## src/rtl/brq_ram.sv

```systemverilog
// ----------------------------------------------------------------------------
// brq_ram
// generic single-write, single-read ram with registered read data
// ----------------------------------------------------------------------------
`default_nettype none

module brq_ram #(
    parameter int  WIDTH = 8,
    parameter int  DEPTH = 16,
    localparam int AW    = (DEPTH > 1) ? $clog2(DEPTH) : 1
) (
    input  wire logic             clk,
    input  wire logic             wr_en,
    input  wire logic [AW-1:0]    wr_addr,
    input  wire logic [WIDTH-1:0] wr_data,
    input  wire logic             rd_en,
    input  wire logic [AW-1:0]    rd_addr,
    output logic      [WIDTH-1:0] rd_data
);

    logic [WIDTH-1:0] mem [DEPTH];

    always_ff @(posedge clk)
    begin
        if (wr_en)
        begin
            mem[wr_addr] <= wr_data;
        end
        if (rd_en)
        begin
            rd_data <= mem[rd_addr];
        end
    end

endmodule

`default_nettype wire

```

## config.mk

```make
export PLATFORM = sky130hd
export DESIGN_NAME = brq_ram
export DESIGN_NICKNAME = d
export VERILOG_FILES = /design/src/rtl/brq_ram.sv
export SDC_FILE = /design/constraint.sdc
export NUM_CORES = 1
export LEC_CHECK = 0
export ABC_AREA = 1
export BUFFER_PORTS_ARGS = -buffer_cell sky130_fd_sc_hd__buf_2
export CAP_MARGIN = 20
export CORE_UTILIZATION = 35
export DETAILED_ROUTE_END_ITERATION = 10
export GPL_TIMING_DRIVEN = 0
export PLACE_DENSITY = 0.5
export SLEW_MARGIN = 10
export SYNTH_ARGS = -nofsm -noshare
export SYNTH_HDL_FRONTEND = slang
export SYNTH_SLANG_ARGS = --single-unit
export TNS_END_PERCENT = 30
```

## constraint.sdc

```tcl
create_clock -name clk -period 1.2 [get_ports clk]
set_input_delay 0.06 -clock clk [delete_from_list [all_inputs] [get_ports clk]]
set_output_delay 0.06 -clock clk [all_outputs]
set_load 0.03 [all_outputs]
```

# == Word-level counts from Yosys, hierarchy flattened ==
# Memory sizes are Yosys's and may differ from the RTL's. A register that Yosys moved wholly into a read port is not among the register bits.
# Cells that the tools add are included.
# word_totals
register_bits,0
latchBits,0
ramBits,128
rom_bits,0
input_bits,19
out_inout_bits,8
elab_cells,3
memories,1
# op_classes
n_addsub,0
multipliers,0
div_mod_pow,0
magnitude_cmp,0
n_eq_ne,0
shifts,0
mux,2
bitwise_logic,0
reduce_logical,0
# memory_table
name,depth,word_bits,read_ports,rd_ports_with_merged_regs,write_ports,line,rtl
mem,16,8,1,1,1,21,logic [WIDTH-1:0] mem [DEPTH];
# op_table
operator,n
1-bit 2-to-1 mux,2

# == Longest topological paths before layout ==
# Gate-level depths: netlist of run 1.
# depth
ltp_word,2
mapped_depth,8
mapped_depth_nobuf,7

# == Worst setup path after synthesis of run 1 ==
# No wires, ideal clock.
# synth_timing
path_kind,input to register
start,input port wr_addr[2]
end,"memory mem[10][0], enable pin"
t_arrival_ps,641
required_time_ps,830
setup_slack_ps,189
stages,2
n_path_buf,0
cell_sequence,nand3b_1 -> nor2_1
# synth_lines
item,line,rtl
"start, declared",14,"input wire logic [AW-1:0] wr_addr,"
"end, declared",21,
# No word-level cell before the write port.

==> impl_metrics.yaml, run 1 <==
global_routing:
  global_route.usage.met3_pct: 4.90
  antenna_found_initial: 0
  grt_use_total_pct: 18.4
  grt_pass1_vias: 3743
  met1_usage_pct: 25.3
  grt_pass1_wl_um: 22500
  overflow: 0
  grt_start_max_net_pins: 17
  grt_busiest_layer: "met2"
  use_met2_pct: 28.1
timing:
  timing.final.crit_share_pct: 96.0
  hold_viol: 0
  finClkSkew_ns: 0.00442
  relSlewSlack_pct: 35.0
  timing.hold.ws_ns: 0.0689
  min_period_ns: 1.15
  final-max-slew-violation-count: 0
  setup_violations: 0
  fmaxAchievable_ghz: 0.868
  worst_pin_slew_ns: 0.972
  grt_setup_unrepaired: "yes"
cts:
  clk_pin_slew_ns: 0.06
  cts_tree: "yes"
  cts-buffers-inserted: 17
  clkLatencyLatePin_ns: 0.43
  cts_sinks: 136
  cts_htree_levels: 4
  clockRootBuffer: "clkbuf_16"
  clockBufferDepth: 2
  cts_setup_buffers: 0
synth:
  synth_top_area_share_pct: 69.8
  synth_top_family_by_area: "simple AND/OR/NAND/NOR gates"
  synthTopCellsByCount: "nand2_1, edfxtp_1, inv_1, nand3_1, nor2_1"
  synth_cell_types: 11
  synth_edf_count: 136
  yosysSeqAreaShare_pct: 69.8
  synth.most_common_cell: "nand2_1"
  yosysTopAreaCell: "edfxtp_1"
  synth_fa_ha_area_share_pct: 0
  syn-cell-area_um2: 5850
  avgSynthCellArea_um2: 10.6
  async_flop_share_pct: 0
  ys_seq_elements: 136
  synth-compound-area-share_pct: 0
  yosys-top-cells-area: "edfxtp_1, nand2_1, nand3_1"
  syn_nets: 570
  synth_mux_area_share_pct: 0
  synthCells: 551
  ys_warn_count: 0
  synth_xor_area_share_pct: 0
  ys_dominant_reg_cell: "edfxtp_1"
  synthSimpleGateAreaFrac_pct: 20.8
finish:
  fin_util_pct: 42.2
  antennaDiodeCount: 0
  area_delta_synth_final_pct: 16.2
  finalNetCount: 613
  drive_gt1_share_pct: 13.6
  fin_area_um2: 6800
die:
  dieWidth_um: 131
  fp-row-count: 46
  dieArea_um2: 17200
  die_h_um: 131
  start_util_pct: 36.3
  ios: 27
  core-area_um2: 16100
route:
  final_antenna_net_count: 0
  post_drt_wl_per_cell_um: 18.0
  vias_per_cell: 4.63
  vias: 3796
  drt_iter0_markers: 311
  firstDrtPassIters: 5
  drc: 0
  wl_um: 14800
placement:
  dpl.hpwl_um: 9740
  placed_cell_area_um2: 6230
  gp_congestion: 0.827
  portBuffers: 23
status:
  status: "completed"
critical_path:
  crit_start: "mem[15][6]"
  rr_worst_depth: 6
  endpoint_kind: "flip-flop"
  crit_fanout: 1
  r2r-start: "mem[15][6]"
  crit_arrival_ns: 1.32
  cp.required_ns: 1.37
  setup.worst_path.start_class: "flip-flop"
  critPathKind: "flip-flop to flip-flop"
power:
  power.leakage_nw: 2.89
  power.density_nw_per_um2: 1580
  vdd_drop_max_mv: 1.05
min_path:
  worstHoldStart: "wr_data[2]"
  hold_path.class: "input port to flip-flop"
  worstHoldPathCells: 1
run:
  max-cap-violations: 0
[cell usage in the layout (no fill, tap or decap)]
cell and instances:
nand2_1 172, edfxtp_1 136, inv_1 100, nand3_1 89, buf_2 36, clkbuf_16 17
nor2_1 12, nand3_2 8, buf_6 6, nor2_2 5, clkinv_1 5, buf_4 4
clkbuf_1 4, inv_2 2, nand3b_1 2, clkinv_2 2, buf_1 1, nand2_2 1
bufinv_16 1, dlygate4sd3_1 1
[kinds of logic after synthesis]
| group | after synthesis |
|---|---|
| flops | 136 |
| simple gates | 289 |
| buf+inv | 126 |
[per-stage QoR]
| stage | power [mW] | cells | setup WS, ns | setup TNS (ns) |
|---|---|---|---|---|
| finish | 10.7 | 820 | 0.0476 | 0 |
| global route | 11.0 | 820 | -0.0252 | -0.190 |
| floorplan | 5.90 | 551 | 0.189 | 0 |
| detailed placement | 6.21 | 790 | -0.460 | -36.99 |
| global placement | 6.20 | 790 | -0.425 | -34.60 |
| CTS | 10.7 | 820 | 0.0288 | 0 |
[critical path, stage by stage (launching register included)]
cell and delay, ns:
edfxtp_1 0.35, inv_1 0.06, nand2_1 0.04, nand3_1 0.11, nand3_1 0.12, nand3_1 0.12
nand2_1 0.09
[cell type report]
cell class,instances,area [um^2]
repair buffers,24,125
multi-input cells,289,1270
fillers,1549,9320
plain buffers,24,166
clock buffers,21,440
inverters,102,383
clock inverters,8,58.8
flip-flops and latches,136,4080
well taps,216,270
[worst paths after layout]
kind	endpoint	slack, ns
worst min-delay path	mem[4][2]	0.07
worst max register to register	rd_data[6]	0.05
worst max-delay path	rd_data[6]	0.05
worst min register to register	rd_data[5]	0.80
[routing by layer]
layer  part of all wire (%)  wire, um
met1                     47      6900
met2                     46      6830
met3                    5.4       798
met4                    1.5       226
met5                      0         0
[where the power goes]
group	switching [mW]	internal, mW	total, mW
registers	0.0234	5.36	5.38
logic	0.553	0.208	0.761
clock network	1.81	2.76	4.57
[what timing repair did]
item | in CTS | in global routing
endpoints found under the setup margin | 8 | 38
hold buffers | 1 | 0
endpoints found under the hold margin | 8 | 0
pin swaps | 0 | 1
resized for setup | 2 | 12
[sequential cells by signal, summed over array words and instances, names as in the netlist]
signal,flops
mem,128
rd_data,8
Power figures use the tool's default switching activity.
==> run 2: changes to the inputs <==
--- a/config.mk
+++ b/config.mk
@@ -8,6 +8,7 @@
 export ABC_AREA = 1
 export BUFFER_PORTS_ARGS = -buffer_cell sky130_fd_sc_hd__buf_2
 export CAP_MARGIN = 20
+export CORE_MARGIN = 2
 export CORE_UTILIZATION = 35
 export DETAILED_ROUTE_END_ITERATION = 10
 export GPL_TIMING_DRIVEN = 0
==> constraint.sdc (replaced) <==
create_clock -name clk -period 1.3 [get_ports clk]
set_input_delay 0.065 -clock clk [delete_from_list [all_inputs] [get_ports clk]]
set_output_delay 0.065 -clock clk [all_outputs]
set_load 0.03 [all_outputs]
==> impl_metrics.yaml, run 2 (synthesis results as in run 1) <==
status:
  status: "completed"
timing:
  timing.final.crit_share_pct: 90.5
  final-max-slew-violation-count: 0
  setup_violations: 0
  worst_pin_slew_ns: 0.983
  finClkSkew_ns: 0.00819
  relSlewSlack_pct: 34.2
  hold_viol: 0
  fin_setup_tns_ns: 0
  layout_setup_ws_ns: 0.124
  min_period_ns: 1.18
  fmaxAchievable_ghz: 0.850
  timing.hold.ws_ns: 0.0660
  grt_setup_unrepaired: "no"
cts:
  clk_pin_slew_ns: 0.06
  cts_tree: "yes"
  clockBufferDepth: 2
  cts_setup_buffers: 0
  cts_htree_levels: 4
  cts-buffers-inserted: 17
  cts_sinks: 136
  clockRootBuffer: "clkbuf_16"
  clkLatencyLatePin_ns: 0.43
critical_path:
  critPathTopFamily: "simple AND/OR/NAND/NOR gates"
  setup.worst_path.start_class: "flip-flop"
  worst_path_most_repeated_cell: "nand3_1"
  crit_arrival_ns: 1.34
  crit_fanout: 1
  cp_num_buf_inv: 1
  crit_chain: "inv_1 -> nand2_1 -> nand3_1 -> nand3_1 -> nand3_1 -> nand2_1"
  cp.required_ns: 1.46
  slowest_delay_ns: 0.37
  critPathKind: "flip-flop to flip-flop"
  endpoint_kind: "flip-flop"
  cp_slowest_cell: "edfxtp_1"
die:
  die_h_um: 133
  ios: 27
  fp-row-count: 47
  core-area_um2: 16500
  dieWidth_um: 133
  start_util_pct: 35.5
  dieArea_um2: 17800
power:
  power.leakage_nw: 2.89
  power.density_nw_per_um2: 1500
  vdd_drop_max_mv: 0.943
placement:
  portBuffers: 23
  gp_congestion: 0.844
  dp_cells: 794
  place_ws_ns: -0.340
  dpl.hpwl_um: 9710
route:
  drc: 0
  wl_um: 14800
  firstDrtPassIters: 5
  vias_per_cell: 4.60
  drt_iter0_markers: 273
  post_drt_wl_per_cell_um: 17.9
  final_antenna_net_count: 0
  vias: 3807
global_routing:
  grt_start_max_net_pins: 17
  grt_pass1_wl_um: 22400
  grt_pass1_vias: 3650
  grt_use_total_pct: 17.6
  overflow: 0
  antenna_found_initial: 0
run:
  max-cap-violations: 0
finish:
  area_delta_synth_final_pct: 16.2
  finalNetCount: 613
  most-common-layout-cells: "nand2_1, edfxtp_1, inv_1"
  reg.largest.list: "mem (128), rd_data (8)"
  largest_reg_flops: 128
  largest_register: "mem"
  stdcell_count: 827
  layout_commonest_cell: "nand2_1"
  drive_gt1_share_pct: 12.0
  antennaDiodeCount: 0
min_path:
  hold_path.class: "input port to flip-flop"
==> run 2: changes by cell type in the layout (fill, tap and decap cells not counted), moves of 2 or more <==
cell,change
clkinvlp_4,+2
nand3_1,+8
clkinv_1,-2
nor2_1,+5
nor2_2,-5
clkinv_2,+2
nand3_2,-8
==> run 2: power breakdown <==
part / switching, mW / total (mW) / internal (mW)
Sequential: 0.0217 / 4.96 / 4.94
Combinational: 0.499 / 0.685 / 0.187
Clock: 1.74 / 4.52 / 2.78
==> run 2: worst paths after layout <==
check	slack, ns	to	depth (start not counted)	startpoint
setup / recovery	0.12	rd_data[0]	6	mem[7][0]
hold / removal	0.07	mem[3][1]	1	wr_data[1]
setup reg to reg	0.12	rd_data[0]	6	mem[7][0]
hold reg to reg	0.80	rd_data[5]	6	mem[13][5]
==> run 2: final cells by class <==
cell class                      instances  area, um^2
Inverter                              102         383
Multi-Input combinational cell        289        1210
Buffer                                 24         166
Clock inverter                         11         106
Tap cell                              220         275
Sequential cell                       136        4080
Timing Repair Buffer                   24         125
Clock buffer                           21         440
Fill cell                            1636        9670
==> run 2: worst register-to-register path, delay by kind of cell, from the launching register on <==
kind | cells | cell delay, ns
and+or+nand+nor | 5 | 0.49
DFF | 1 | 0.37
buffers and inverters | 1 | 0.06
==> run 2: per-stage QoR <==
stage | power, mW | instance area [um^2] | utilization (%)
2_1_floorplan | 5.44 | 5850 | -
3_3_place_gp | 5.73 | 6240 | 37.9
3_5_place_dp | 5.74 | 6240 | 37.9
4_1_cts | 10.2 | 6790 | 41.3
5_1_grt | 10.5 | 6790 | 41.3
6_report | 10.2 | 6790 | 41.3
==> run 2: timing repair <==
action                                 4_1_cts  5_1_grt
setup endpoints to repair                    0        0
hold buffers                                 1        0
endpoints found under the hold margin        8        0
gates resized for setup                      0        0
==> run 2: metal layers <==
layer / vias up / share of wire (%) / global-route usage [%]
li1: 1874 / - / -
met1: 1794 / 49 / 25.2
met2: 117 / 45 / 26.3
met3: 22 / 4.9 / 4.00
met4: 0 / 1.8 / 6.62
met5: - / 0 / 0
==> run 3: changes to the inputs <==
--- a/config.mk
+++ b/config.mk
@@ -5,13 +5,13 @@
 export SDC_FILE = /design/constraint.sdc
 export NUM_CORES = 1
 export LEC_CHECK = 0
-export ABC_AREA = 1
 export BUFFER_PORTS_ARGS = -buffer_cell sky130_fd_sc_hd__buf_2
 export CAP_MARGIN = 20
 export CORE_MARGIN = 2
 export CORE_UTILIZATION = 35
 export DETAILED_ROUTE_END_ITERATION = 10
 export GPL_TIMING_DRIVEN = 0
+export HOLD_SLACK_MARGIN = 0.12
 export PLACE_DENSITY = 0.5
 export SLEW_MARGIN = 10
 export SYNTH_ARGS = -nofsm -noshare
==> impl_metrics.yaml, run 3 <==
critical_path:
  r2r-end: "rd_data[6]"
  setup.worst_path.start_class: "flip-flop"
  crit_end: "rd_data[6]"
  rrSetupSlack_ns: -0.14
  crit_start: "mem[15][6]"
  r2r-start: "mem[15][6]"
  rr_worst_depth: 3
  crit_fanout: 1
  critPathKind: "flip-flop to flip-flop"
  cp.required_ns: 1.44
  crit_arrival_ns: 1.59
  endpoint_kind: "flip-flop"
placement:
  dpl.hpwl_um: 6730
  placed_cell_area_um2: 5590
  gp_congestion: 0.689
  portBuffers: 25
synth:
  yosys-top-cells-area: "edfxtp_1, mux4_2, mux4_1"
  syn-cell-area_um2: 5230
  synth_top_area_share_pct: 78.1
  synth_cell_types: 18
  ys_dominant_reg_cell: "edfxtp_1"
  syn_nets: 248
  yosysTopAreaCell: "edfxtp_1"
  synthCells: 229
  ys_warn_count: 0
  async_flop_share_pct: 0
  synthTopCellsByCount: "edfxtp_1, mux4_2, a22oi_1, mux4_1, nor2_1"
  synth.most_common_cell: "edfxtp_1"
  avgSynthCellArea_um2: 22.8
  yosysSeqAreaShare_pct: 78.1
  synth_edf_count: 136
  ys_seq_elements: 136
timing:
  fmaxAchievable_ghz: 0.692
  fin_setup_tns_ns: -0.934
  timing.hold.ws_ns: 0.150
  final-max-slew-violation-count: 0
  hold_viol: 0
  setup_violations: 8
  worst_pin_slew_ns: 0.802
  timing.final.crit_share_pct: 111
  min_period_ns: 1.44
  relSlewSlack_pct: 46.3
  layout_setup_ws_ns: -0.145
  finClkSkew_ns: 0.0153
  grt_setup_unrepaired: "yes"
run:
  max-cap-violations: 0
cts:
  cts-buffers-inserted: 17
  cts_setup_buffers: 0
  clk_pin_slew_ns: 0.06
  clockBufferDepth: 2
  clkLatencyLatePin_ns: 0.42
  cts_sinks: 136
  cts_tree: "yes"
  clockRootBuffer: "clkbuf_16"
  cts_htree_levels: 4
route:
  firstDrtPassIters: 4
  final_antenna_net_count: 0
  drt_iter0_markers: 94
  drc: 0
  vias_per_cell: 5.08
  post_drt_wl_per_cell_um: 22.3
  vias: 2422
  wl_um: 10600
global_routing:
  antenna_found_initial: 0
  grt_pass1_wl_um: 15900
  grt_pass1_vias: 2533
  grt_start_max_net_pins: 17
  overflow: 0
  grt_use_total_pct: 14.4
power:
  vdd_drop_max_mv: 0.805
  total_power_mw: 9.47
  clock_power_share_pct: 41.5
  power.leakage_nw: 1.99
  power.density_nw_per_um2: 1530
  switching_share_pct: 20.6
  combPwrFrac_pct: 6.1
  intPower_mw: 7.52
  switchingPower_mw: 1.95
  p_seq_share_pct: 52.4
finish:
  finalNetCount: 302
  most-common-layout-cells: "edfxtp_1, mux4_2, buf_2"
  area_delta_synth_final_pct: 18.6
  reg.largest.list: "mem (128), rd_data (8)"
  drive_gt1_share_pct: 35.8
  layout_commonest_cell: "edfxtp_1"
  largest_reg_flops: 128
  antennaDiodeCount: 0
  largest_register: "mem"
  fin_util_pct: 42.5
  fillCellCount: 1247
  fin_area_um2: 6200
die:
  fp-row-count: 44
  start_util_pct: 35.8
  die_h_um: 126
  ios: 27
  dieWidth_um: 126
  dieArea_um2: 15900
  core-area_um2: 14600
status:
  status: "finished, violations left"
  violations: "negative setup slack"
min_path:
  worstHoldStart: "wr_addr[0]"
  hold_path.class: "input port to flip-flop"
  worstHoldPathCells: 2
-- run 3: changes by cell type after synthesis, moves of 4 or more --
cell,delta
mux4_2,+18
mux4_1,+14
inv_1,-100
nand3_1,-96
a22oi_1,+16
nor3_1,+4
buf_2,-10
nor2_1,-4
nand2_1,-164
-- run 3: power by group through the flow --
stage	Clock (mW)	Combinational, mW	Sequential (mW)
final	3.93	0.574	4.97
after global routing	4.21	0.616	4.97
after CTS	4.01	0.582	4.97
after detailed placement	0	0.532	5.05
after global placement	0	0.524	5.05
after floorplan	0	0.259	5.09
-- run 3: final cells by class --
type                            instances  area [um^2]  share of cell area (%)
Multi-Input combinational cell         83         1090                    17.6
Clock inverter                          9         37.5                   0.605
Clock buffer                           20          437                    7.04
Timing Repair Buffer                   35          223                    3.59
Buffer                                 10         97.6                    1.57
Tap cell                              184          230                    3.71
Sequential cell                       136         4080                    65.9
-- run 3: worst max-delay path, cell delays in order, from the launching register on --
cell and delay [ns]:
edfxtp_1 0.36, mux4_2 0.53, a22oi_2 0.18, nand2_1 0.10
-- run 3: how the worst min path moves through the flow --
stage	endpoint	slack, ns
after CTS	mem[0][6]	0.14
after global placement	rd_data[5]	0.41
after global routing	mem[0][0]	0.17
after detailed placement	rd_data[3]	0.42
after floorplan	mem[0][0]	0.16
final	mem[0][0]	0.15
-- run 3: what timing repair did --
action	4_1_cts	5_1_grt
setup endpoints to repair	40	8
resized for setup	20	1
pin swaps	3	1
hold buffers	9	0
hold endpoints to repair	136	0
-- run 3: layer usage --
| metal | routed length, um | vias up | GRT usage, % | share of wire, % |
|---|---|---|---|---|
| met1 | 5050 | 1278 | 19.5 | 47 |
| met4 | 127 | 0 | 6.21 | 1.2 |
| met5 | 0 | - | 0 | 0 |
| li1 | - | 1076 | - | - |
| met2 | 5060 | 60 | 21.7 | 47 |
| met3 | 419 | 8 | 4.33 | 3.9 |
-- run 3: kinds of logic (layout without fill, tap and decap cells) --
kind of cell / Yosys count / in the layout / share of synthesized area [%]
and+or+nand+nor: 35 / 35 / 3.14
muxes: 32 / 32 / 14.8
buffers and inverters: 10 / 74 / 1.65
DFF: 136 / 136 / 78.1
AOI/OAI and AO/OA: 16 / 16 / 2.30
-- run 3: through the flow --
stage	cells	setup slack, ns
2_1_floorplan	229	-0.0311
3_3_place_gp	438	-0.658
3_5_place_dp	439	-0.480
4_1_cts	477	-0.148
6_report	477	-0.145
5_1_grt	477	-0.169
